### config.mk
export PLATFORM = sky130hd
export DESIGN_NAME = psdi_dist
export DESIGN_NICKNAME = d
export VERILOG_FILES = /design/src/pair_square_distance_inverse_core_defines.svh /design/src/psdi_pkg.sv /design/src/psdi_dist.sv
export SDC_FILE = /design/constraint.sdc
export NUM_CORES = 1
export LEC_CHECK = 0
export ABC_AREA = 1
export BUFFER_PORTS_ARGS = -buffer_cell sky130_fd_sc_hd__buf_4
export CORE_UTILIZATION = 62
export CTS_BUF_LIST = sky130_fd_sc_hd__clkbuf_8 sky130_fd_sc_hd__clkbuf_16
export DETAILED_ROUTE_END_ITERATION = 12
export GPL_TIMING_DRIVEN = 0
export PLACE_DENSITY = 0.83
export SLEW_MARGIN = 20
export SYNTH_ARGS = -nofsm -noshare
export SYNTH_HDL_FRONTEND = slang
export SYNTH_SLANG_ARGS = --single-unit
### constraint.sdc
create_clock -name clk_i -period 6.6 [get_ports clk_i]
set_clock_uncertainty 0.2 [all_clocks]
set_input_delay 1.98 -clock clk_i [delete_from_list [all_inputs] [get_ports clk_i]]
set_output_delay 1.98 -clock clk_i [all_outputs]
set_load 0.01 [all_outputs]
### src/pair_square_distance_inverse_core_defines.svh
`ifndef PAIR_SQUARE_DISTANCE_INVERSE_CORE_DEFINES_SVH
`define PAIR_SQUARE_DISTANCE_INVERSE_CORE_DEFINES_SVH
// assertion helpers
`ifndef NO_ASSERTIONS
`define PSD_ASSERT(label, clk, rst_n, prop) \
  label: assert property (@(posedge clk) disable iff (!rst_n) prop) \
    else $error("assertion failed");
`define PSD_ASSERT_NEXT(label, clk, rst_n, a, b) \
  label: assert property (@(posedge clk) disable iff (!rst_n) (a) |=> (b)) \
    else $error("assertion failed");
`else
`define PSD_ASSERT(label, clk, rst_n, prop)
`define PSD_ASSERT_NEXT(label, clk, rst_n, a, b)
`endif
`endif

### src/psdi_pkg.sv
`default_nettype none
package psdi_pkg;
  localparam int unsigned DistW = 34;
  localparam int unsigned WordW = 32;
  localparam int unsigned RecipStages = 33;
  localparam logic [DistW-1:0] DistMax = {DistW{1'b1}};
  localparam logic [WordW-1:0] EpsReset = 32'd1;

  typedef enum logic [0:0] {
    CfgEps   = 1'b0,
    CfgRange = 1'b1
  } cfg_idx_e;

  typedef struct packed {
    logic [DistW-1:0] d;
    logic             in_range;
    logic             keep_new;
    logic [DistW-1:0] prior;
  } dist_res_t;

  typedef struct packed {
    logic [WordW-1:0] inverse_square_dist;
    logic [DistW-1:0] square_dist;
  } psdi_out_t;
endpackage
`default_nettype wire

### src/psdi_dist.sv
`default_nettype none
module psdi_dist #(
  parameter int unsigned CoordW = 16
) (
  input  wire logic                    clk_i,
  input  wire logic                    rst_ni,
  input  wire logic                    valid_i,
  input  wire logic signed [CoordW-1:0] node_x_i,
  input  wire logic signed [CoordW-1:0] node_y_i,
  input  wire logic signed [CoordW-1:0] other_x_i,
  input  wire logic signed [CoordW-1:0] other_y_i,
  input  wire logic [31:0]             edge_weight_i,
  input  wire logic [33:0]             prior_i,
  input  wire logic [31:0]             eps_i,
  input  wire logic [33:0]             range_i,
  output logic                         valid_o,
  output psdi_pkg::dist_res_t          res_o
);
  import psdi_pkg::*;
  localparam int unsigned MagW = CoordW;
  localparam int unsigned SqW = 2 * MagW;
  localparam int unsigned SumW = SqW + 1;

  logic [2:0]            vld_q;
  logic [MagW-1:0]       dx_q, dy_q;
  logic [SqW-1:0]        sx_q, sy_q;
  logic [DistW-1:0]      d_q;
  logic                  w1_q, w2_q, w3_q;
  logic [DistW-1:0]      p1_q, p2_q, p3_q;
  logic signed [CoordW:0] ex, ey;
  logic [CoordW:0]       ax, ay;
  logic [SumW-1:0]       sum;
  logic [DistW-1:0]      d_sat;

  assign ex = {node_x_i[CoordW-1], node_x_i} - {other_x_i[CoordW-1], other_x_i};
  assign ey = {node_y_i[CoordW-1], node_y_i} - {other_y_i[CoordW-1], other_y_i};
  assign ax = ex[CoordW] ? -ex : ex;
  assign ay = ey[CoordW] ? -ey : ey;
  assign sum = {1'b0, sx_q} + {1'b0, sy_q};

  // saturate the exact sum into the distance width
  always_comb begin
    if (SumW > DistW) begin
      d_sat = (sum > SumW'(DistMax)) ? DistMax : DistW'(sum);
    end else begin
      d_sat = DistW'(sum);
    end
  end

  always_ff @(posedge clk_i or negedge rst_ni) begin
    if (!rst_ni) begin
      vld_q <= '0;
    end else begin
      vld_q <= {vld_q[1:0], valid_i};
    end
  end

  // magnitude of the difference fits in CoordW bits as unsigned
  always_ff @(posedge clk_i) begin
    dx_q <= ax[MagW-1:0];
    dy_q <= ay[MagW-1:0];
    w1_q <= edge_weight_i > eps_i;
    p1_q <= prior_i;
    sx_q <= dx_q * dx_q;
    sy_q <= dy_q * dy_q;
    w2_q <= w1_q;
    p2_q <= p1_q;
    d_q  <= d_sat;
    w3_q <= w2_q;
    p3_q <= p2_q;
  end

  assign valid_o = vld_q[2];
  assign res_o.d = d_q;
  assign res_o.in_range = (d_q > DistW'(eps_i)) && (d_q <= range_i);
  assign res_o.keep_new = w3_q;
  assign res_o.prior = p3_q;
endmodule
`default_nettype wire

==> flow_metrics.py <==
metrics = {
    "placement": {
        "hpwlAfterDp_um": 55140,
        "portBuffers": 268,
        "place_congestion": 0.9454,
    },
    "clock_tree": {
        "cts_root_buffer": "clkbuf_16",
        "clk_latency_ns": 0.56,
        "htreeDepth": 1,
        "clkTransAtPathRegs_ns": 0.07,
        "post_cts_buffers": 0,
        "cts_max_path_buffers": 3,
        "cts_buffers": 26,
        "cts_hold_buf": 0,
        "cts_tree": "yes",
        "cts_sinks": 235,
    },
    "die": {
        "pin_count": 270,
        "initial_core_util": 0.6335,
        "coreArea_sq_um": 42320,
        "die_y_um": 209.9,
        "fp.dieW_um": 209.9,
        "row_count": 75,
        "die-area_sq_um": 44080,
    },
    "timing": {
        "period_minus_slack_ns": 6.369,
        "setup_violations": 0,
        "slew_headroom": 0.5638,
        "whs_ns": 0.1215,
        "hold_viol": 0,
        "final_max_slew_viol_count": 0,
        "worst_slew_pin_slew_ns": 0.6543,
        "max_freq_mhz": 157.0,
        "rsz0062_at_grt": "false",
        "finalCritPeriodShare": 0.9650,
    },
    "worst_setup_path": {
        "critPathMostFrequentCell": "fa_1",
        "criticalPathCategory": "flop to flop",
        "crit_slowest_cell": "fa_1",
        "cp-start-kind": "flop",
        "worstPathCellList": "clkbuf_2 -> nand2_1 -> fa_1 -> inv_1 -> fa_1 -> fa_1 -> fa_1 -> fa_1 -> inv_1 -> fa_1 -> inv_1 -> ha_1 -> a21oi_1 -> o21ai_0 -> a21oi_1 -> nor2_1 -> a211oi_1 -> nand2_1 -> nand2_1 -> nand2_1",
        "critPathArrivalTime_ns": 6.62,
        "cp-end-kind": "flop",
        "cp.required_ns": 6.85,
        "path_max_fanout": 10,
        "cp_slowest_stage_delay_ns": 0.62,
    },
    "logic_synthesis": {
        "synth-edff-count": 0,
        "ys_ff_latch": 235,
        "ys_warn_count": 0,
        "syn-mean-instance-area_sq_um": 7.832,
        "yosys_most_used_dff": "dfxtp_1",
        "syn_inst": 3423,
        "syn_nets": 4315,
        "async_flop_share": 0.01277,
        "syn_area_sq_um": 26810,
        "yosysSeqAreaShare": 0.1760,
        "synth.distinct_cells": 46,
    },
    "finish": {
        "n_antenna_cell": 0,
        "area.growth.synth_to_final_pct": 13.67,
        "nets": 4603,
        "seqCellArea_sq_um": 4722,
        "nFillCells": 3348,
        "multi_input_area_sq_um": 18530,
        "drive_gt1_frac": 0.1072,
    },
    "grt": {
        "gr-usage-met1": 0.3579,
        "grtUsageMet2": 0.5446,
        "busiest_layer": "met2",
        "antenna_found_initial": 0,
        "grt_overflow": 0,
        "grt_max_degree": 16,
        "grt_use_total": 0.3050,
        "met3_usage": 0.05229,
        "grt_pass1_wl_um": 107500,
        "grt_pass1_vias": 23033,
    },
    "detailed_routing": {
        "drt_wl_total_um": 65560,
        "viasPerCell": 5.185,
        "first_iter_violations": 1351,
        "wl_per_cell_um": 15.22,
        "first_pass_iters": 6,
        "vias": 22333,
        "ant_nets": 0,
        "drc": 0,
    },
    "worst_hold_path": {
        "hp-class": "flop to flop",
    },
    "job": {
        "maxCapViolCount": 0,
    },
    "run_status": {
        "outcome": "completed",
    },
}
[what timing repair did]
item / CTS / global route
gates resized for setup: 8 / 60
setup endpoints to repair: 7 / 30
cloned: 0 / 0
[flip-flops by register name (all words and copies together), names as in the netlist, 3 cells and up]
register,cells
d_q,33
sy_q,31
dx_q,16
p3_q,34
p2_q,34
sx_q,31
p1_q,34
vld_q,3
dy_q,16
[cells in the final DEF, fill, tap and decap left out, types with 4 or more instances in the layout]
master,synthesis,final
nand2_1,732,732
a21o_1,8,8
nand2_2,17,17
and2_1,5,5
nand3_1,113,113
o21a_1,7,7
clkinv_2,0,4
nor2_2,4,4
xor2_1,81,81
clkbuf_1,60,17
nand3b_1,6,6
o21ai_2,4,4
or2_2,7,7
buf_4,2,270
o21ai_1,9,9
xnor2_1,37,37
nor2_1,158,158
ha_1,365,365
nor4_1,5,5
o21bai_1,6,6
nand4_1,35,35
a21oi_1,185,185
clkbuf_16,0,26
o21ai_0,72,72
inv_8,0,4
a31oi_1,8,8
nor3_1,24,24
dfxtp_1,232,230
nand3_2,5,5
o211ai_1,4,4
fa_1,328,328
clkbuf_2,0,31
inv_1,876,877
[cell usage after synthesis (all sizes together), types with 3 or more instances]
cell type,instances,share of area
a21o,8,0.0022
a21oi,185,0.035
a31oi,8,0.0019
and2,5,0.0012
buf,4,0.0014
clkbuf,60,0.0084
dfrtp,3,0.0028
dfxtp,232,0.17
fa,328,0.24
ha,365,0.17
inv,878,0.12
nand2,752,0.11
nand3,118,0.023
nand3b,6,0.0017
nand4,35,0.0082
nor2,162,0.023
nor3,24,0.0045
nor4,5,0.0012
o211ai,4,0.0011
o21a,7,0.0020
o21ai,85,0.016
o21bai,6,0.0017
o31ai,3,0.00084
or2,7,0.0016
xnor2,37,0.012
xor2,81,0.026
[cells by family after synthesis]
group	Yosys count	synth area share
fa+ha+maj	693	0.4153
compound gates	317	0.06431
other cells	1	0.0001399
mux	1	0.0004200
xor+xnor	118	0.03855
buf+inv	942	0.1327
simple gates	1116	0.1725
flops	235	0.1760
[final timing paths]
check / start / endpoint / slack [ns] / cells after the start
max: dx_q[1]$_DFF_P_ / sx_q[31]$_DFF_P_ / 0.23 / 20
max in group asynchronous: rst_ni / vld_q[2]$_DFF_PN0_ / 5.10 / 1
min: p1_q[11]$_DFF_P_ / p2_q[11]$_DFF_P_ / 0.12 / 0
max reg2reg: dx_q[1]$_DFF_P_ / sx_q[31]$_DFF_P_ / 0.23 / 20
min reg2reg: p1_q[11]$_DFF_P_ / p2_q[11]$_DFF_P_ / 0.12 / 0
min in group asynchronous: rst_ni / vld_q[0]$_DFF_PN0_ / 1.01 / 1
[metrics by stage]
stage / setup TNS, ns / utilization / instances / area, sq um / setup WS (ns)
2_1_floorplan: 0 / - / 3423 / 26810 / 0.8807
3_3_place_gp: -0.04702 / 0.6981 / 4268 / 29540 / -0.04367
3_5_place_dp: -0.2056 / 0.6981 / 4268 / 29540 / -0.1092
4_1_cts: 0 / 0.7199 / 4315 / 30470 / 0.02478
5_1_grt: 0 / 0.7201 / 4307 / 30480 / 0.0004263
6_report: 0 / 0.7201 / 4307 / 30480 / 0.2312
[cell type report]
class	count	share of cell area
multi-input cells	2246	0.6081
flip-flops and latches	235	0.1549
inverters	878	0.1081
repair buffers	268	0.06602
well taps	577	0.02369
clock buffers	28	0.02225
plain buffers	56	0.009197
clock inverters	19	0.007677
[worst max-delay path: cells and delay by family, from the launching register on]
kind,cells,cell delay (ns)
AO/OA/AOI/OAI,4,0.88
adder cells (fa/ha/maj),7,3.67
flip-flops,1,0.59
AND/OR/NAND/NOR,5,0.39
buffers and inverters,4,0.53
[metal layers]
layer / wire length [um] / up-vias
li1: - / 10948
met5: 0 / -
met3: 4946 / 197
met2: 31740 / 841
met1: 25670 / 10347
met4: 3212 / 0
Power is not shown: default switching activity piles up to over one toggle a cycle in this logic, so the estimate is an artifact.
